File: src/sv/ctsw_pkg.sv
// Shared types, constants and token helpers for the step-count announcer.
// Used by the front, queue, back and top-level modules; no dependencies.
package ctsw_pkg;

	localparam int COUNT_W     = 24;
	localparam int NUM_DIGITS  = 7;
	localparam int DIGIT_W     = 4;
	localparam int TOKEN_W     = 6;
	localparam int VOL_W       = 7;
	localparam int ATT_W       = 8;
	localparam int NUM_SLOTS   = 14;
	localparam int SLOT_W      = 4;
	localparam int QUEUE_DEPTH = 2;
	localparam int BITS_PER_IT = 2;
	localparam int CONV_ITERS  = COUNT_W / BITS_PER_IT;
	localparam int ITER_W      = $clog2(CONV_ITERS);

	localparam logic [COUNT_W-1:0] COUNT_MAX = COUNT_W'(9999999);
	localparam logic [VOL_W-1:0]   VOL_RESET = VOL_W'(100);
	localparam logic [VOL_W-1:0]   VOL_FULL  = VOL_W'(100);

	// Word token codes.
	localparam logic [TOKEN_W-1:0] TOK_HAI_FATTO  = TOKEN_W'(0);
	localparam logic [TOKEN_W-1:0] TOK_PASSI      = TOKEN_W'(1);
	localparam logic [TOKEN_W-1:0] TOK_ZERO       = TOKEN_W'(2);
	localparam logic [TOKEN_W-1:0] TOK_UNIT_BASE  = TOKEN_W'(2);
	localparam logic [TOKEN_W-1:0] TOK_TENS_BASE  = TOKEN_W'(10);
	localparam logic [TOKEN_W-1:0] TOK_TEEN_BASE  = TOKEN_W'(20);
	localparam logic [TOKEN_W-1:0] TOK_CENTO      = TOKEN_W'(30);
	localparam logic [TOKEN_W-1:0] TOK_MILLE      = TOKEN_W'(31);
	localparam logic [TOKEN_W-1:0] TOK_MILA       = TOKEN_W'(32);
	localparam logic [TOKEN_W-1:0] TOK_MILIONE    = TOKEN_W'(33);
	localparam logic [TOKEN_W-1:0] TOK_MILIONI    = TOKEN_W'(34);
	localparam logic [TOKEN_W-1:0] TOK_HAI_VINTO  = TOKEN_W'(35);

	// Token slots, in spoken order. Each item fills a subset of them.
	localparam logic [SLOT_W-1:0] SLOT_HEAD      = SLOT_W'(0);
	localparam logic [SLOT_W-1:0] SLOT_ZERO      = SLOT_W'(1);
	localparam logic [SLOT_W-1:0] SLOT_MIL_UNIT  = SLOT_W'(2);
	localparam logic [SLOT_W-1:0] SLOT_MIL_WORD  = SLOT_W'(3);
	localparam logic [SLOT_W-1:0] SLOT_HTH_UNIT  = SLOT_W'(4);
	localparam logic [SLOT_W-1:0] SLOT_HTH_CENTO = SLOT_W'(5);
	localparam logic [SLOT_W-1:0] SLOT_TTH_TENS  = SLOT_W'(6);
	localparam logic [SLOT_W-1:0] SLOT_TH_UNIT   = SLOT_W'(7);
	localparam logic [SLOT_W-1:0] SLOT_TH_WORD   = SLOT_W'(8);
	localparam logic [SLOT_W-1:0] SLOT_HUN_UNIT  = SLOT_W'(9);
	localparam logic [SLOT_W-1:0] SLOT_HUN_CENTO = SLOT_W'(10);
	localparam logic [SLOT_W-1:0] SLOT_TEN_TENS  = SLOT_W'(11);
	localparam logic [SLOT_W-1:0] SLOT_UNIT      = SLOT_W'(12);
	localparam logic [SLOT_W-1:0] SLOT_PASSI     = SLOT_W'(13);

	typedef logic [NUM_DIGITS-1:0][DIGIT_W-1:0] digits_t;
	typedef logic [NUM_SLOTS-1:0]               slot_mask_t;

	typedef struct packed {
		digits_t    digits;
		logic       vinto;
		slot_mask_t mask;
	} q_entry_t;

	typedef enum logic [1:0] {
		FR_IDLE,
		FR_CONV,
		FR_PUSH
	} front_state_t;

	function automatic logic [TOKEN_W-1:0] unit_tok(logic [DIGIT_W-1:0] d);
		return TOK_UNIT_BASE + TOKEN_W'(d);
	endfunction

	function automatic logic [TOKEN_W-1:0] tens_tok(logic [DIGIT_W-1:0] d);
		return TOK_TENS_BASE + TOKEN_W'(d);
	endfunction

	function automatic logic [TOKEN_W-1:0] teen_tok(logic [DIGIT_W-1:0] d);
		return TOK_TEEN_BASE + TOKEN_W'(d);
	endfunction

	// The thousands group (digits 5 down to 3) equals exactly one.
	function automatic logic thou_is_one(digits_t d);
		return (d[5] == '0) && (d[4] == '0) && (d[3] == DIGIT_W'(1));
	endfunction

	function automatic logic [TOKEN_W-1:0] slot_token(logic [SLOT_W-1:0] slot,
			digits_t d, logic vinto);
		logic [TOKEN_W-1:0] tok;
		tok = TOK_PASSI;
		unique case (slot)
			SLOT_HEAD:      tok = vinto ? TOK_HAI_VINTO : TOK_HAI_FATTO;
			SLOT_ZERO:      tok = TOK_ZERO;
			SLOT_MIL_UNIT:  tok = unit_tok(d[6]);
			SLOT_MIL_WORD:  tok = (d[6] > DIGIT_W'(1)) ? TOK_MILIONI : TOK_MILIONE;
			SLOT_HTH_UNIT:  tok = unit_tok(d[5]);
			SLOT_HTH_CENTO: tok = TOK_CENTO;
			SLOT_TTH_TENS:  tok = (d[4] == DIGIT_W'(1)) ? teen_tok(d[3]) : tens_tok(d[4]);
			SLOT_TH_UNIT:   tok = unit_tok(d[3]);
			SLOT_TH_WORD:   tok = thou_is_one(d) ? TOK_MILLE : TOK_MILA;
			SLOT_HUN_UNIT:  tok = unit_tok(d[2]);
			SLOT_HUN_CENTO: tok = TOK_CENTO;
			SLOT_TEN_TENS:  tok = (d[1] == DIGIT_W'(1)) ? teen_tok(d[0]) : tens_tok(d[1]);
			SLOT_UNIT:      tok = unit_tok(d[0]);
			default:        tok = TOK_PASSI;
		endcase
		return tok;
	endfunction

endpackage

File: src/sv/ctsw_front.sv
// Front end: accepts a count, converts it to decimal digits two bits per cycle
// and works out which token slots the item fills. Depends on ctsw_pkg.
module ctsw_front (
	input  logic                       clk,
	input  logic                       arst_n,
	input  logic                       start,
	output logic                       busy,
	input  logic [ctsw_pkg::COUNT_W-1:0] step_count,
	input  logic                       q_full,
	output logic                       push,
	output ctsw_pkg::q_entry_t         push_entry
);
	import ctsw_pkg::*;

	front_state_t            state_q, state_nxt;
	logic [COUNT_W-1:0]      bin_q;
	digits_t                 bcd_q;
	digits_t                 bcd_step;
	logic [ITER_W-1:0]       cnt_q;
	logic                    vinto_q;
	logic                    accept;
	logic                    last_iter;

	// One shift-and-add-three step of the binary to BCD conversion.
	function automatic digits_t dd_step(digits_t b, logic bit_in);
		digits_t                     adj;
		logic [NUM_DIGITS*DIGIT_W:0] shifted;
		adj = b;
		for (int i = 0; i < NUM_DIGITS; i++) begin
			if (adj[i] >= DIGIT_W'(5))
				adj[i] = adj[i] + DIGIT_W'(3);
		end
		shifted = {adj, bit_in};
		return shifted[NUM_DIGITS*DIGIT_W-1:0];
	endfunction

	function automatic slot_mask_t make_mask(digits_t d, logic vinto);
		slot_mask_t m;
		logic       thou_nz;
		logic       thou_gt1;
		m        = '0;
		thou_nz  = (d[5] != '0) || (d[4] != '0) || (d[3] != '0);
		thou_gt1 = thou_nz && !thou_is_one(d);
		m[SLOT_HEAD] = 1'b1;
		if (!vinto) begin
			m[SLOT_ZERO]      = (d == '0);
			m[SLOT_MIL_UNIT]  = (d[6] != '0);
			m[SLOT_MIL_WORD]  = (d[6] != '0);
			m[SLOT_HTH_UNIT]  = (d[5] > DIGIT_W'(1));
			m[SLOT_HTH_CENTO] = (d[5] != '0);
			m[SLOT_TTH_TENS]  = (d[4] != '0);
			m[SLOT_TH_UNIT]   = (d[4] != DIGIT_W'(1)) && (d[3] != '0) && thou_gt1;
			m[SLOT_TH_WORD]   = thou_nz;
			m[SLOT_HUN_UNIT]  = (d[2] > DIGIT_W'(1));
			m[SLOT_HUN_CENTO] = (d[2] != '0);
			m[SLOT_TEN_TENS]  = (d[1] != '0);
			m[SLOT_UNIT]      = (d[1] != DIGIT_W'(1)) && (d[0] != '0);
			m[SLOT_PASSI]     = 1'b1;
		end
		return m;
	endfunction

	assign busy      = (state_q != FR_IDLE);
	assign accept    = start && !busy;
	assign last_iter = (cnt_q == ITER_W'(CONV_ITERS - 1));

	// Each conversion cycle shifts in the next bits of the count, most significant first.
	always_comb begin
		bcd_step = bcd_q;
		for (int k = 0; k < BITS_PER_IT; k++)
			bcd_step = dd_step(bcd_step, bin_q[COUNT_W-1-k]);
	end

	always_ff @(posedge clk or negedge arst_n) begin
		if (!arst_n)
			state_q <= FR_IDLE;
		else
			state_q <= state_nxt;
	end

	always_comb begin
		state_nxt = state_q;
		push      = 1'b0;
		unique case (state_q)
			FR_IDLE: begin
				if (start)
					state_nxt = FR_CONV;
			end
			FR_CONV: begin
				if (last_iter)
					state_nxt = FR_PUSH;
			end
			FR_PUSH: begin
				push = !q_full;
				if (!q_full)
					state_nxt = FR_IDLE;
			end
			default: state_nxt = FR_IDLE;
		endcase
	end

	always_ff @(posedge clk or negedge arst_n) begin
		if (!arst_n) begin
			cnt_q <= '0;
		end else if (accept) begin
			cnt_q <= '0;
		end else if (state_q == FR_CONV) begin
			cnt_q <= cnt_q + ITER_W'(1);
		end
	end

	always_ff @(posedge clk) begin
		if (accept) begin
			bin_q   <= step_count;
			bcd_q   <= '0;
			vinto_q <= (step_count > COUNT_MAX);
		end else if (state_q == FR_CONV) begin
			bcd_q <= bcd_step;
			bin_q <= bin_q << BITS_PER_IT;
		end
	end

	assign push_entry.digits = bcd_q;
	assign push_entry.vinto  = vinto_q;
	assign push_entry.mask   = make_mask(bcd_q, vinto_q);

endmodule

File: src/sv/ctsw_queue.sv
// Short queue of classified items between the front and back ends.
// Depends on ctsw_pkg for the entry type and depth.
module ctsw_queue (
	input  logic               clk,
	input  logic               arst_n,
	input  logic               push,
	input  ctsw_pkg::q_entry_t push_entry,
	output logic               full,
	input  logic               pop,
	output logic               pop_valid,
	output ctsw_pkg::q_entry_t pop_entry
);
	import ctsw_pkg::*;

	localparam int PTR_W = (QUEUE_DEPTH > 1) ? $clog2(QUEUE_DEPTH) : 1;
	localparam int CNT_W = $clog2(QUEUE_DEPTH + 1);

	q_entry_t         mem_q [QUEUE_DEPTH];
	logic [PTR_W-1:0] wr_ptr_q;
	logic [PTR_W-1:0] rd_ptr_q;
	logic [CNT_W-1:0] fill_q;
	logic             do_push;
	logic             do_pop;

	assign full      = (fill_q == CNT_W'(QUEUE_DEPTH));
	assign pop_valid = (fill_q != '0);
	assign pop_entry = mem_q[rd_ptr_q];
	assign do_push   = push && !full;
	assign do_pop    = pop && pop_valid;

	function automatic logic [PTR_W-1:0] ptr_inc(logic [PTR_W-1:0] p);
		return (p == PTR_W'(QUEUE_DEPTH - 1)) ? '0 : p + PTR_W'(1);
	endfunction

	always_ff @(posedge clk or negedge arst_n) begin
		if (!arst_n) begin
			wr_ptr_q <= '0;
			rd_ptr_q <= '0;
			fill_q   <= '0;
		end else begin
			if (do_push)
				wr_ptr_q <= ptr_inc(wr_ptr_q);
			if (do_pop)
				rd_ptr_q <= ptr_inc(rd_ptr_q);
			if (do_push && !do_pop)
				fill_q <= fill_q + CNT_W'(1);
			else if (do_pop && !do_push)
				fill_q <= fill_q - CNT_W'(1);
		end
	end

	always_ff @(posedge clk) begin
		if (do_push)
			mem_q[wr_ptr_q] <= push_entry;
	end

endmodule

File: src/sv/ctsw_back.sv
// Back end: walks the filled token slots of one item, one token per cycle,
// and drives the registered result ports. Depends on ctsw_pkg.
module ctsw_back (
	input  logic                         clk,
	input  logic                         arst_n,
	input  logic                         q_valid,
	input  ctsw_pkg::q_entry_t           q_entry,
	output logic                         q_pop,
	input  logic [ctsw_pkg::ATT_W-1:0]   att,
	output logic                         result_valid,
	output logic [ctsw_pkg::TOKEN_W-1:0] word_token,
	output logic signed [ctsw_pkg::ATT_W-1:0] attenuation,
	output logic                         last_token
);
	import ctsw_pkg::*;

	logic                active_q;
	slot_mask_t          rem_q;
	digits_t             dig_q;
	logic                vinto_q;
	logic [SLOT_W-1:0]   slot;
	slot_mask_t          rem_clr;
	logic                run_end;

	logic                out_valid_q;
	logic [TOKEN_W-1:0]  token_q;
	logic [ATT_W-1:0]    att_q;
	logic                last_q;

	// Lowest remaining slot is the next token to speak.
	always_comb begin
		slot = '0;
		for (int i = NUM_SLOTS - 1; i >= 0; i--) begin
			if (rem_q[i])
				slot = SLOT_W'(i);
		end
		rem_clr       = rem_q;
		rem_clr[slot] = 1'b0;
	end

	assign run_end = (rem_clr == '0);
	assign q_pop   = q_valid && (!active_q || run_end);

	always_ff @(posedge clk or negedge arst_n) begin
		if (!arst_n) begin
			active_q    <= 1'b0;
			out_valid_q <= 1'b0;
		end else begin
			out_valid_q <= active_q;
			if (q_pop)
				active_q <= 1'b1;
			else if (active_q && run_end)
				active_q <= 1'b0;
		end
	end

	always_ff @(posedge clk) begin
		if (q_pop) begin
			rem_q   <= q_entry.mask;
			dig_q   <= q_entry.digits;
			vinto_q <= q_entry.vinto;
		end else if (active_q) begin
			rem_q <= rem_clr;
		end
		token_q <= slot_token(slot, dig_q, vinto_q);
		last_q  <= run_end;
		att_q   <= att;
	end

	assign result_valid = out_valid_q;
	assign word_token   = token_q;
	assign attenuation  = att_q;
	assign last_token   = last_q;

endmodule

File: src/sv/count_to_spoken_word_tokens.sv
// Step-count announcer: turns each count into its Italian spoken-word tokens.
// Flow: an accepted count is converted by the front end, pushed into the queue, then popped
// by the back end, which drives its tokens registered, one per cycle. The receiver cannot
// stall, so no result ever waits. The front end takes a new count only while idle: each item
// passes its conversion and push states first, and the push waits while the queue is full.
// Reset: volume returns to 100, the queue empties and no result is pending.
module count_to_spoken_word_tokens (
	input  logic                         clk,
	input  logic                         arst_n,
	input  logic                         start,
	output logic                         busy,
	input  logic [ctsw_pkg::COUNT_W-1:0] step_count,
	input  logic                         cfg_valid,
	output logic                         cfg_ready,
	input  logic [ctsw_pkg::VOL_W-1:0]   cfg_data,
	output logic                         result_valid,
	output logic [ctsw_pkg::TOKEN_W-1:0] word_token,
	output logic signed [ctsw_pkg::ATT_W-1:0] attenuation,
	output logic                         last_token
);
	import ctsw_pkg::*;

	logic [VOL_W-1:0] vol_q;
	logic [VOL_W-1:0] vol_clamp;
	logic [ATT_W-1:0] att;
	logic             q_full;
	logic             push;
	q_entry_t         push_entry;
	logic             q_pop;
	logic             q_valid;
	q_entry_t         q_entry;

	assign cfg_ready = 1'b1;

	always_ff @(posedge clk or negedge arst_n) begin
		if (!arst_n)
			vol_q <= VOL_RESET;
		else if (cfg_valid && cfg_ready)
			vol_q <= cfg_data;
	end

	assign vol_clamp = (vol_q > VOL_FULL) ? VOL_FULL : vol_q;
	assign att       = {1'b0, vol_clamp} - {1'b0, VOL_FULL};

	ctsw_front u_front (
		.clk        (clk),
		.arst_n     (arst_n),
		.start      (start),
		.busy       (busy),
		.step_count (step_count),
		.q_full     (q_full),
		.push       (push),
		.push_entry (push_entry)
	);

	ctsw_queue u_queue (
		.clk        (clk),
		.arst_n     (arst_n),
		.push       (push),
		.push_entry (push_entry),
		.full       (q_full),
		.pop        (q_pop),
		.pop_valid  (q_valid),
		.pop_entry  (q_entry)
	);

	ctsw_back u_back (
		.clk          (clk),
		.arst_n       (arst_n),
		.q_valid      (q_valid),
		.q_entry      (q_entry),
		.q_pop        (q_pop),
		.att          (att),
		.result_valid (result_valid),
		.word_token   (word_token),
		.attenuation  (attenuation),
		.last_token   (last_token)
	);

	a_busy_after_accept: assert property (@(posedge clk) disable iff (!arst_n)
		(start && !busy) |=> busy)
		else $error("front end not busy after taking an item");

	a_vinto_alone: assert property (@(posedge clk) disable iff (!arst_n)
		(result_valid && word_token == TOK_HAI_VINTO) |-> last_token)
		else $error("victory token is not the whole run");

	a_passi_ends: assert property (@(posedge clk) disable iff (!arst_n)
		(result_valid && word_token == TOK_PASSI) |-> last_token)
		else $error("run continues after the closing word");

	a_att_range: assert property (@(posedge clk) disable iff (!arst_n)
		result_valid |-> (attenuation <= 0 && attenuation >= -100))
		else $error("attenuation out of range");

endmodule

File: config.mk
export PLATFORM = sky130hd
export DESIGN_NAME = count_to_spoken_word_tokens
export DESIGN_NICKNAME = d
export VERILOG_FILES = /design/src/sv/ctsw_pkg.sv /design/src/sv/ctsw_front.sv /design/src/sv/ctsw_queue.sv /design/src/sv/ctsw_back.sv /design/src/sv/count_to_spoken_word_tokens.sv
export SDC_FILE = /design/constraint.sdc
export NUM_CORES = 1
export LEC_CHECK = 0
export BUFFER_PORTS_ARGS = -buffer_cell sky130_fd_sc_hd__buf_2
export CELL_PAD_IN_SITES_DETAIL_PLACEMENT = 2
export CELL_PAD_IN_SITES_GLOBAL_PLACEMENT = 2
export CORE_MARGIN = 2
export CORE_UTILIZATION = 35
export DETAILED_ROUTE_END_ITERATION = 6
export GPL_TIMING_DRIVEN = 0
export PLACE_DENSITY = 0.77
export SETUP_SLACK_MARGIN = 0.2
export SYNTH_ARGS = -nofsm -noshare
export SYNTH_HDL_FRONTEND = slang
export SYNTH_SLANG_ARGS = --single-unit
File: constraint.sdc
create_clock -name clk -period 5 [get_ports clk]
set_input_delay 0.5 -clock clk [delete_from_list [all_inputs] [get_ports clk]]
set_output_delay 0.5 -clock clk [all_outputs]
set_load 0.02 [all_outputs]
# Word-level counts from Yosys, hierarchy flattened
# Memories as Yosys holds them, arrays and structs flattened.
# Cells that the tools add are included.
[word_totals]
regBits = 130
ram_bits = 84
output_inout_bits = 18
n_memories = 1
[op_classes]
add_sub_neg = 29
n_lt_le_gt_ge = 21
n_eq_ne = 25
muxes = 57
bitwise = 2
reduce_logical = 48
[mem_list]
columns = ["memory", "words", "width", "rd", "rd_ports_with_merged_regs", "wr", "line_no", "text"]
rows = [
  ["u_queue.mem_q", 2, 42, 1, 0, 1, "ctsw_queue.sv:18", "q_entry_t mem_q [QUEUE_DEPTH];"],
]
[op_table]
columns = ["op", "count"]
rows = [
  ["2-to-1 mux 4 bit", 28],
  ["one-hot mux 6 bit (12 select lines)", 1],
  [">= comparator 4 x 3 -> 1 bit (second input constant)", 14],
  ["adder 4 x 2 -> 4 bit (second input constant)", 12],
  ["2-to-1 mux 24 bit", 2],
  ["zero test 28 bit", 1],
  ["2-to-1 mux 14 bit", 2],
  ["nonzero test 4 bit", 7],
  ["adder 2 x 4 -> 5 bit (first input constant)", 5],
  ["equality test 4 bit (second input constant)", 6],
  ["greater-than comparator 24 bit (second input constant)", 1],
  ["2-to-1 mux 6 bit", 4],
  ["equality test 4 x 1 -> 1 bit (second input constant)", 5],
  ["zero test 4 bit", 5],
  ["equality test 4 x 3 -> 1 bit (second input constant)", 4],
  ["logical AND 1 bit", 16],
  ["AND 14 bit", 1],
  ["zero test 14 bit", 1],
  ["inverter 14 bit", 1],
  ["2-to-1 mux 13 bit", 1],
  ["adder 5 x 4 -> 6 bit (first input constant)", 2],
  ["greater-than comparator 4 x 1 -> 1 bit (second input constant)", 3],
  ["2-to-1 mux 2 bit", 6],
  ["nonzero test 2 bit", 6],
  ["26 further kinds", 48],
]

# Longest topological paths before layout
# Gate-level depths: netlist of run 1.
[logic_depth]
depth_word = 27
ltp_mapped = 15

# Cells and area by module
# Synthesis of run 1 repeated with hierarchy kept, for this count alone.
[hier_totals]
cells_unflattened = 983
hier_area_um2 = 11279.6
[by_module_without_submodules]
columns = ["module", "n_inst", "cells_per_inst", "area_per_inst_um2", "seq_area_each_um2"]
rows = [
  ["ctsw_front", 1, 533, 4418.0, 1461.4],
  ["ctsw_queue", 1, 153, 3504.6, 2682.6],
  ["ctsw_back", 1, 262, 2974.1, 1641.6],
  ["count_to_spoken_word_tokens", 1, 35, 382.9, 178.9],
]

# Worst setup path after synthesis of run 1
# Ideal clock, no wire load.
[synth_timing]
path_type = "reg2reg"
start = "register u_back.rem_q[0]"
end = "register u_queue.fill_q[1]"
setup_ns = 0.079
t_arrival_ns = 3.204
required_ns = 4.921
path_slack_ns = 1.717
path_stages_with_launch = 15
path_buffers = 3
period_less_slack_ns = 3.283
cell_sequence = "edfxtp_1 > buf_6 > or4_4 > buf_6 > nor2_4 > a21boi_4 > a21boi_0 > o22ai_1 > nand4_2 > a21oi_4 > buf_8 > inv_1 > ha_1 > nor2_1 > xor2_1"
[synth_between]
elab_chain_cells = 14
word_cells_on_any_way = 17
classes_between = "order compare: 2; mux: 4; bitwise: 2; reduce/logical: 9"
[synth_lines]
columns = ["item", "line_no", "text"]
rows = [
  ["from (decl)", "ctsw_back.sv:18", "slot_mask_t rem_q;"],
  ["from (signal assigned)", "ctsw_back.sv:59", "rem_q <= q_entry.mask;"],
  ["from (signal assigned)", "ctsw_back.sv:63", "rem_q <= rem_clr;"],
  ["2-to-1 mux 4 bit", "ctsw_back.sv:34", "if (rem_q[i])"],
  ["< comparator 4 x 5 -> 1 bit (implied by the code) / >= comparator 4 x 1 -> 1 bit (equally long branches)", "ctsw_back.sv:38", "rem_clr[slot] = 1'b0;"],
  ["logical AND 1 bit (implied by the code)", "ctsw_back.sv:38", ""],
  ["2-to-1 mux 1 bit (implied by the code)", "ctsw_back.sv:38", ""],
  ["demux 1 bit (select 4 bit)", "-", ""],
  ["inverter 14 bit (no source line)", "-", ""],
  ["AND 14 bit (no source line) *", "-", ""],
  ["zero test 14 bit *", "ctsw_back.sv:41", "assign run_end = (rem_clr == '0);"],
  ["logical OR 1 bit *", "ctsw_back.sv:42", "assign q_pop = q_valid && (!active_q || run_end);"],
  ["logical AND 1 bit *", "ctsw_back.sv:42", ""],
  ["named net q_pop", "count_to_spoken_word_tokens.sv:29", "logic q_pop;"],
  ["logical AND 1 bit *", "ctsw_queue.sv:29", "assign do_pop = pop && pop_valid;"],
  ["zero test 1 bit", "ctsw_queue.sv:45", "if (do_push && !do_pop)"],
  ["logical AND 1 bit", "ctsw_queue.sv:45", ""],
  ["2-to-1 mux 2 bit / nonzero test 2 bit (equally long branches)", "-", ""],
  ["to (signal assigned)", "ctsw_queue.sv:46", "fill_q <= fill_q + CNT_W'(1);"],
  ["to (signal assigned)", "ctsw_queue.sv:48", "fill_q <= fill_q - CNT_W'(1);"],
  ["to (decl)", "ctsw_queue.sv:21", "logic [CNT_W-1:0] fill_q;"],
]
# The timed path passes the listed nets; every way through them passes the cells marked *.
# A chain may end at the register's enable or synchronous reset.

# Worst setup path after layout of run 1
[layout_timing]
start = "register u_back.rem_q[2]"
end = "register u_queue.fill_q[1]"
[layout_between]
elab_chain_cells = 16
word_cells_on_any_way = 19
classes_between = "order compare: 2; mux: 6; bitwise: 2; reduce/logical: 9"
[layout_lines]
columns = ["item", "line_no"]
rows = [
  ["2-to-1 mux 4 bit (3 in a row)", "ctsw_back.sv:34"],
  ["< comparator 4 x 5 -> 1 bit (implied by the code) / >= comparator 4 x 1 -> 1 bit (equally long branches)", "ctsw_back.sv:38"],
  ["logical AND 1 bit (implied by the code)", "ctsw_back.sv:38"],
  ["2-to-1 mux 1 bit (implied by the code)", "ctsw_back.sv:38"],
  ["demux 1 bit (select 4 bit)", "-"],
  ["inverter 14 bit (no source line)", "-"],
  ["AND 14 bit (no source line) *", "-"],
  ["zero test 14 bit *", "ctsw_back.sv:41"],
  ["logical OR 1 bit *", "ctsw_back.sv:42"],
  ["logical AND 1 bit *", "ctsw_back.sv:42"],
  ["named net q_pop", "count_to_spoken_word_tokens.sv:29"],
  ["logical AND 1 bit *", "ctsw_queue.sv:29"],
  ["zero test 1 bit", "ctsw_queue.sv:45"],
  ["logical AND 1 bit", "ctsw_queue.sv:45"],
  ["2-to-1 mux 2 bit / nonzero test 2 bit (equally long branches)", "-"],
]
# Marked as above.

==> results by group, run 1 <==
Run status
  • Outcome: completed

Clocking
  • CTS tree: built
  • Num CTS Buffers: 24
  • Max H-tree Level: 1
  • # resized after CTS: 0
  • Sink Count: 212
  • Clk buf depth: 3
  • CTS root buffer: clkbuf_16
  • Clock slew at reported path FFs: 0.06 ns
  • Clk Latency, worst-skew pair: 0.52 ns
  • Setup Buffers After CTS: 0

STA
  • Final Hold Vio Count: 0
  • Rel. slew slack: 19.1%
  • Minimum clock period after layout: 4.07 ns
  • Endpoints failing setup: 0
  • RSZ-0062 raised after global routing: no
  • Slew of the pin with the lowest slew margin: 1.20 ns
  • Slew Viols, Final: 0
  • Worst Hold Slack: 0.211 ns
  • Fin crit share: 81.4%
  • Clock Skew: 0.0216 ns
  • Achievable frequency: 246 MHz
  • Sum Neg Setup Slack: 0 ns

Global routing
  • Initial antenna violation count: 0
  • Total gr overflow: 0
  • Global Route Usage Sum: 19.1%
  • First-pass GRT wire length: 45.4 mm
  • Largest net degree at the start of global routing: 39
  • Vias in the first global route: 7,939

Cells and area
  • Layout area overhead: 15.6%
  • NumNets Final: 1,032
  • Antenna Diode Count: 0
  • Layout cell share with drive strength beyond 1: 16.5%

Drt
  • Number of DRC markers in iteration 0: 293
  • TritonRoute pass-1 iters: 5
  • DR WL/cell: 20.9 um
  • Drt total wl: 28.4 mm
  • DRC: 0
  • Vias per cell: 5.21
  • Vias: 7,087
  • Final ANT Viol Nets: 0

Critical path
  • Worst Path Required: 5.45 ns
  • Worst EP arrival: 4.52 ns
  • R2R Setup Slk: 0.93 ns
  • CP endpoint kind: flip-flop
  • Setup Crit Path Kind: reg -> reg
  • Worst setup SP type: flip-flop
  • Crit Path Max Fanout: 38
  • R2r startpoint: u_back.rem_q[2]$_DFFE_PP_
  • Critical Path End: u_queue.fill_q[1]$_DFFE_PN0P_
  • Reg-to-Reg End: u_queue.fill_q[1]$_DFFE_PN0P_
  • CP max stage cell: a2111oi_4
  • CP cell instances: clkbuf_1 -> nor4_2 -> nand3_1 -> a2111oi_4 -> o211ai_1 -> nor3b_2 -> nand4_2 -> a21oi_4 -> buf_8 -> inv_1 -> ha_1 -> xor2_1 -> nor2_1 -> xor2_1
  • Critical path startpoint: u_back.rem_q[2]$_DFFE_PP_
  • FF-to-FF path depth: 14
  • Crit path largest cell delay: 0.62 ns
  • Most used cell, CP: xor2_1

Synthesis
  • Post-synthesis mux area share: 8.67%
  • Post-synth EDFFs: 150
  • Syn Nets: 953
  • Flops & latches, synth: 212
  • Largest family of logic cells by synthesized area: simple AND/OR/NAND/NOR gates
  • Synth top cells by count: edfxtp_1 (150), nand2_1 (107), o21ai_0 (54)
  • Sequential area share after synthesis: 57.5%
  • Synth warnings: 0
  • Synth area leaders: edfxtp_1 (44%), dfxtp_1 (8.5%), mux2_2 (5.2%)
  • Mapped Cells: 880
  • Adder-cell share of the synthesized area: 4.68%
  • Synth Area in XOR/XNOR: 2.05%
  • Post-synthesis cell type count: 69
  • Syn_area_per_cell: 11.6 sq um
  • Synth Area in Simple Gates: 14.7%
  • Most frequent cell after synthesis: edfxtp_1
  • Yosys top cell by area: edfxtp_1
  • Cell area after synthesis: 10,200 sq um
  • FFs w/ async S/R, synth: 8.96%
  • Synth Flop Type: edfxtp_1
  • Post-synthesis compound-gate area fraction: 9.26%
  • Post-synth top area share: 44.3%

Place
  • Post-DP HPWL: 20.9 mm
  • Buffers added on ports: 50
  • Final RePlAce weighted congestion: 0.856

Floorplanning
  • Die Height: 174 um
  • Die X: 174 um
  • Starting Density: 35.5%
  • CORE AREA: 28,600 sq um
  • IO Count: 53
  • FP Rows: 62
  • Die Footprint: 30,400 sq um

Worst hold path
  • Worst hold path type: in -> reg

Flow run
  • Number of max-cap violations: 0

Pwr
  • P_leak: 4.51 nW
  • Pwr dens: 749 nW/um^2
  • Peak VDD IR: 0.268 mV
## final cells by class
type	instances	area (sq um)
Tap cell	384	480
Timing Repair Buffer	53	300
Buffer	31	151
Sequential cell	212	5840
Clock buffer	31	658
Multi-Input combinational cell	593	4020
Fill cell	2980	16900
Inverter	44	165
Clock inverter	13	141
## power breakdown
group / total, W / switching, W / internal (W)
Clock: 0.00180 / 0.000715 / 0.00108
Sequential: 0.00301 / 0.000457 / 0.00256
Combinational: 0.00399 / 0.00245 / 0.00154
## worst min path at each step
stage | start | to | depth (start not counted) | slack, ns
after floorplan | arst_n | u_back.active_q$_DFFE_PN0P_ | 0 | 0.20
after global placement | vol_q[1]$_DFFE_PN0P_ | u_back.attenuation[1]$_SDFF_PP0_ | 1 | 0.45
after detailed placement | vol_q[0]$_DFFE_PN0P_ | u_back.attenuation[0]$_SDFF_PP0_ | 1 | 0.46
after CTS | cfg_data[2] | vol_q[2]$_DFFE_PN1P_ | 2 | 0.19
after global routing | cfg_data[6] | vol_q[6]$_DFFE_PN1P_ | 2 | 0.20
final | cfg_data[2] | vol_q[2]$_DFFE_PN1P_ | 2 | 0.21
## state kept, by name (all words and copies together), names as in the netlist
register	count
u_back.active_q	1
u_back.attenuation	8
u_back.dig_q	28
u_back.last_token	1
u_back.rem_q	14
u_back.result_valid	1
u_back.vinto_q	1
u_back.word_token	6
u_front.bin_q	24
u_front.cnt_q	4
u_front.push_entry	28
u_front.state_q	2
u_front.vinto_q	1
u_queue.fill_q	2
u_queue.mem_q	82
u_queue.rd_ptr_q	1
u_queue.wr_ptr_q	1
vol_q	7
## worst max-delay path: cells and delay by family, from the launching register on
family	cells	cell delay, ns
AND/OR/NAND/NOR	5	1.24
AO/OA/AOI/OAI	3	1.18
buffers and inverters	3	0.68
flip-flops	1	0.36
XOR/XNOR	2	0.30
adder cells (fa/ha/maj)	1	0.22
## per-stage QoR
stage | cell area [sq um] | utilization [%] | instances | setup slack (ns) | power, W
after floorplan | 10200 | - | 880 | 1.72 | 0.00574
after global placement | 10900 | 38.1 | 1314 | 0.671 | 0.00670
after detailed placement | 10900 | 38.3 | 1316 | 0.924 | 0.00702
after CTS | 11800 | 41.1 | 1361 | 0.886 | 0.00890
after global routing | 11800 | 41.1 | 1361 | 0.552 | 0.00946
final | 11800 | 41.1 | 1361 | 0.930 | 0.00880
## cell usage in the layout, fill, tap and decap left out, types with 5 or more instances in the layout
master | netlist | final
nor4_1 | 7 | 7
nand4_1 | 5 | 5
edfxtp_1 | 150 | 150
ha_1 | 38 | 38
o21ai_0 | 54 | 54
mux2i_1 | 33 | 33
o22ai_1 | 6 | 6
nor3_1 | 18 | 18
nor2b_1 | 17 | 16
nor2_1 | 43 | 43
clkinv_1 | 1 | 5
xnor2_1 | 18 | 18
inv_1 | 43 | 43
o21a_1 | 5 | 5
nor3b_1 | 10 | 10
and3_1 | 8 | 8
dfxtp_1 | 43 | 43
a21oi_1 | 42 | 42
clkbuf_1 | 21 | 26
a22oi_1 | 5 | 5
mux2_2 | 47 | 47
nand2b_1 | 13 | 13
dfrtp_1 | 16 | 16
nand3_1 | 46 | 46
a21boi_0 | 7 | 7
buf_2 | 4 | 54
clkbuf_16 | 0 | 25
nand2_1 | 107 | 107
## metal layers
layer	GRT usage [%]	vias to the layer above	part of all wire, %
li1	-	3354	-
met1	23.2	3583	43
met2	35.5	109	52
met3	2.34	41	2.9
met4	5.39	0	2.2
met5	0	-	0
## repair_timing
item	in CTS	in global routing
setup endpoints to repair	0	0
endpoints found under the hold margin	16	0
hold buffers	1	0
## kinds of logic after synthesis
logic type,after synthesis
AO/OA/AOI/OAI,149
XOR/XNOR,23
adder cells (fa/ha/maj),38
buffers and inverters,75
flip-flops,212
multiplexers,82
other,1
AND/OR/NAND/NOR,300
No activity file was read; power rests on OpenSTA's default activity.
==> run 2: changes to the inputs <==
--- a/config.mk
+++ b/config.mk
@@ -12,7 +12,7 @@
 export CORE_UTILIZATION = 35
 export DETAILED_ROUTE_END_ITERATION = 6
 export GPL_TIMING_DRIVEN = 0
-export PLACE_DENSITY = 0.77
+export PLACE_DENSITY = 0.8
 export SETUP_SLACK_MARGIN = 0.2
 export SYNTH_ARGS = -nofsm -noshare
 export SYNTH_HDL_FRONTEND = slang
==> constraint.sdc (replaced) <==
create_clock -name clk -period 3.7 [get_ports clk]
set_input_delay 0.37 -clock clk [delete_from_list [all_inputs] [get_ports clk]]
set_output_delay 0.37 -clock clk [all_outputs]
set_load 0.02 [all_outputs]
==> run 2 against run 1 <==
  * Routed wire length up 2.6%
  * Power up 39%
  * Register-to-register slack worse by 0.60 ns
  * Final cell count up 1.4%
  * Sequential share of layout area down 0.98 points
  * Die area unchanged
  * Largest cell class unchanged
  * Largest power group unchanged
==> results by group, run 2 (synthesis results as in run 1) <==
STA
  • Fin crit share: 91.2% (+9.8 points)
  • Endpoints failing setup: 0 (unchanged)
  • Sum Neg Setup Slack: 0 ns (unchanged)
  • Achievable frequency: 296 MHz (+21%)
  • RSZ-0062 raised after global routing: no
  • Slew Viols, Final: 0 (unchanged)
  • Clock Skew: 0.0175 ns (-0.00420 ns)
  • Worst Hold Slack: 0.0774 ns (-0.133 ns)
  • Rel. slew slack: 27.5% (+8.4 points)
  • Minimum clock period after layout: 3.37 ns (-0.696 ns)
  • Slew of the pin with the lowest slew margin: 1.07 ns (-0.124 ns)
  • Final Hold Vio Count: 0 (unchanged)

Drt
  • TritonRoute pass-1 iters: 4 (-1)
  • DR WL/cell: 21.1 um (+1.2%)
  • Number of DRC markers in iteration 0: 454 (+55%)
  • Final ANT Viol Nets: 0 (unchanged)
  • DRC: 0 (unchanged)
  • Vias per cell: 5.24 (+0.68%)
  • Vias: 7,235 (+2.1%)
  • Drt total wl: 29.2 mm (+2.6%)

Pwr
  • Sequential share of power: 33.3% (-0.9 points)
  • P_int: 0.00724 W (+40%)
  • Clock power frac: 19.9% (-0.5 points)
  • Net Sw Frac: 40.7% (-0.36 points)
  • Pwr dens: 1020 nW/um^2 (+36%)
  • Switch Pwr: 0.00498 W (+38%)
  • Peak VDD IR: 0.333 mV (+24%)
  • Combinational share of power: 46.9% (+1.6 points)
  • P_leak: 4.65 nW (+3.1%)

Floorplanning
  • Die X: 174 um (unchanged)
  • Starting Density: 35.5% (unchanged)
  • Die Height: 174 um (unchanged)
  • FP Rows: 62 (unchanged)
  • CORE AREA: 28,600 sq um (unchanged)
  • IO Count: 53 (unchanged)
  • Die Footprint: 30,400 sq um (unchanged)

Cells and area
  • Max FFs per register: 82 (unchanged)
  • Most common cell after layout, fill and taps aside: edfxtp_1
  • Register bank with the most flops: u_queue.mem_q
  • Antenna Diode Count: 0 (unchanged)
  • Area of the multi-input gates: 4080 sq um (+1.7%)
  • Reg area: 5840 sq um (unchanged)
  • Fillers: 2,965 (-0.50%)
  • Final core utilization: 41.9% (+0.83 points)
  • NumNets Final: 1,050 (+1.7%)
  • Layout area overhead: 18.0%
  • Most frequent cells in the layout: edfxtp_1 (150), nand2_1 (107), buf_2 (54)
  • Layout cell share with drive strength beyond 1: 18.9% (+2.4 points)

Flow run
  • Number of max-cap violations: 0 (unchanged)

Clocking
  • CTS root buffer: clkbuf_16
  • CTS tree: built
  • Sink Count: 212 (unchanged)
  • Max H-tree Level: 1 (unchanged)
  • Num CTS Buffers: 25 (+4.2%)
  • Clk buf depth: 3 (unchanged)
  • Clock slew at reported path FFs: 0.06 ns (about the same)
  • Clk Latency, worst-skew pair: 0.53 ns (about the same)

Worst hold path
  • Worst hold path type: in -> reg
  • Hold Path Cell Cnt: 2 (unchanged)

Critical path
  • R2R Setup Slk: 0.33 ns (-0.60 ns)
  • Worst Path Buf+Inv: 0 (-3)
  • CP endpoint kind: flip-flop
  • Worst Path Required: 4.07 ns (-1.38 ns)
  • FF-to-FF path depth: 9 (-5)
  • Worst path depth: 9 (-5)
  • Worst EP arrival: 3.74 ns (-0.78 ns)
  • Setup Crit Path Kind: reg -> reg
  • Reg-to-Reg End: u_back.word_token[3]$_DFF_P_
  • Worst setup SP type: flip-flop
  • CP max stage cell: or4_1
  • Crit Path Max Fanout: 7 (-82%)
  • Critical Path End: u_back.word_token[3]$_DFF_P_
  • CP cell instances: nor2_1 -> o31a_1 -> and2_0 -> or4_1 -> nand3_1 -> mux2_2 -> ha_1 -> o22ai_1 -> nand3_1
  • Most used cell, CP: nand3_1
  • Crit path largest cell delay: 0.60 ns (-0.02 ns)
  • Largest delay contributor family on the critical path: simple AND/OR/NAND/NOR gates
  • R2r startpoint: u_back.rem_q[5]$_DFFE_PP_
  • Critical path startpoint: u_back.rem_q[5]$_DFFE_PP_

Global routing
  • First-pass GRT wire length: 45.8 mm (+0.83%)
  • Initial antenna violation count: 0 (unchanged)
  • Total gr overflow: 0 (unchanged)
  • Global Route Usage Sum: 19.2% (+0.12 points)
  • Largest net degree at the start of global routing: 39 (unchanged)
  • Vias in the first global route: 8,003 (+0.81%)

Place
  • Final RePlAce weighted congestion: 0.836 (-2.3%)
  • Post-DP HPWL: 20.8 mm (-0.32%)
  • Buffers added on ports: 50 (unchanged)

Run status
  • Outcome: completed
[run 2: cell count changes in the layout (fill, tap and decap cells not counted), sizes merged]
cell	before	now
buf	62	78
clkinv	9	11
clkinvlp	1	0
clkbuf	52	54
bufbuf	0	1
bufinv	3	2
[run 2: how the worst min path moves through the flow]
stage / slack, ns / end / start
CTS: 0.06 / vol_q[1]$_DFFE_PN0P_ / cfg_data[1]
finish: 0.08 / vol_q[1]$_DFFE_PN0P_ / cfg_data[1]
global placement: 0.36 / u_front.state_q[0]$_DFFE_PN0P_ / arst_n
detailed placement: 0.36 / u_front.state_q[0]$_DFFE_PN0P_ / arst_n
floorplan: 0.07 / u_back.active_q$_DFFE_PN0P_ / arst_n
global route: 0.08 / vol_q[0]$_DFFE_PN0P_ / cfg_data[0]
[run 2: metal layers]
metal  share of wire [%]  vias up  global-route usage [%]
li1                    -     3394                       -
met1                  41     3645                    23.2
met5                   0        -                       0
met4                 2.5        0                    5.88
met3                 3.5       54                    2.54
met2                  53      142                    35.5
[run 2: power by group through the flow]
stage | clock network, W | registers (W) | logic (W)
5_1_grt | 0.00257 | 0.00415 | 0.00640
4_1_cts | 0.00248 | 0.00406 | 0.00555
2_1_floorplan | 0 | 0.00389 | 0.00386
3_3_place_gp | 0 | 0.00403 | 0.00500
3_5_place_dp | 0 | 0.00410 | 0.00535
6_report | 0.00243 | 0.00406 | 0.00573
[run 2: per-stage QoR]
step                      setup slack [ns]  total power (W)  cell area [sq um]  cells
after detailed placement            -0.321          0.00945              10900   1316
after global routing                 0.139           0.0131              12000   1380
after CTS                            0.209           0.0121              11800   1369
after floorplan                      0.417          0.00775              10200    880
final                                0.326           0.0122              12000   1380
after global placement              -0.604          0.00903              10900   1314
[run 2: timing repair]
action                     in CTS  in global routing
buffers inserted                5                 11
hold endpoints to repair       16                  0
resized for setup               2                 15
pin swaps                       2                  8
gates cloned                    1                  0
hold buffers                    1                  0
setup endpoints to repair      38                  4
[run 2: final cells by class]
class,instances,area share [%]
Sequential cell,212,48.7
Tap cell,384,4.01
Clock buffer,33,5.80
Multi-Input combinational cell,593,34.0
Clock inverter,13,0.939
Buffer,31,1.34
Inverter,44,1.38
Timing Repair Buffer,70,3.78
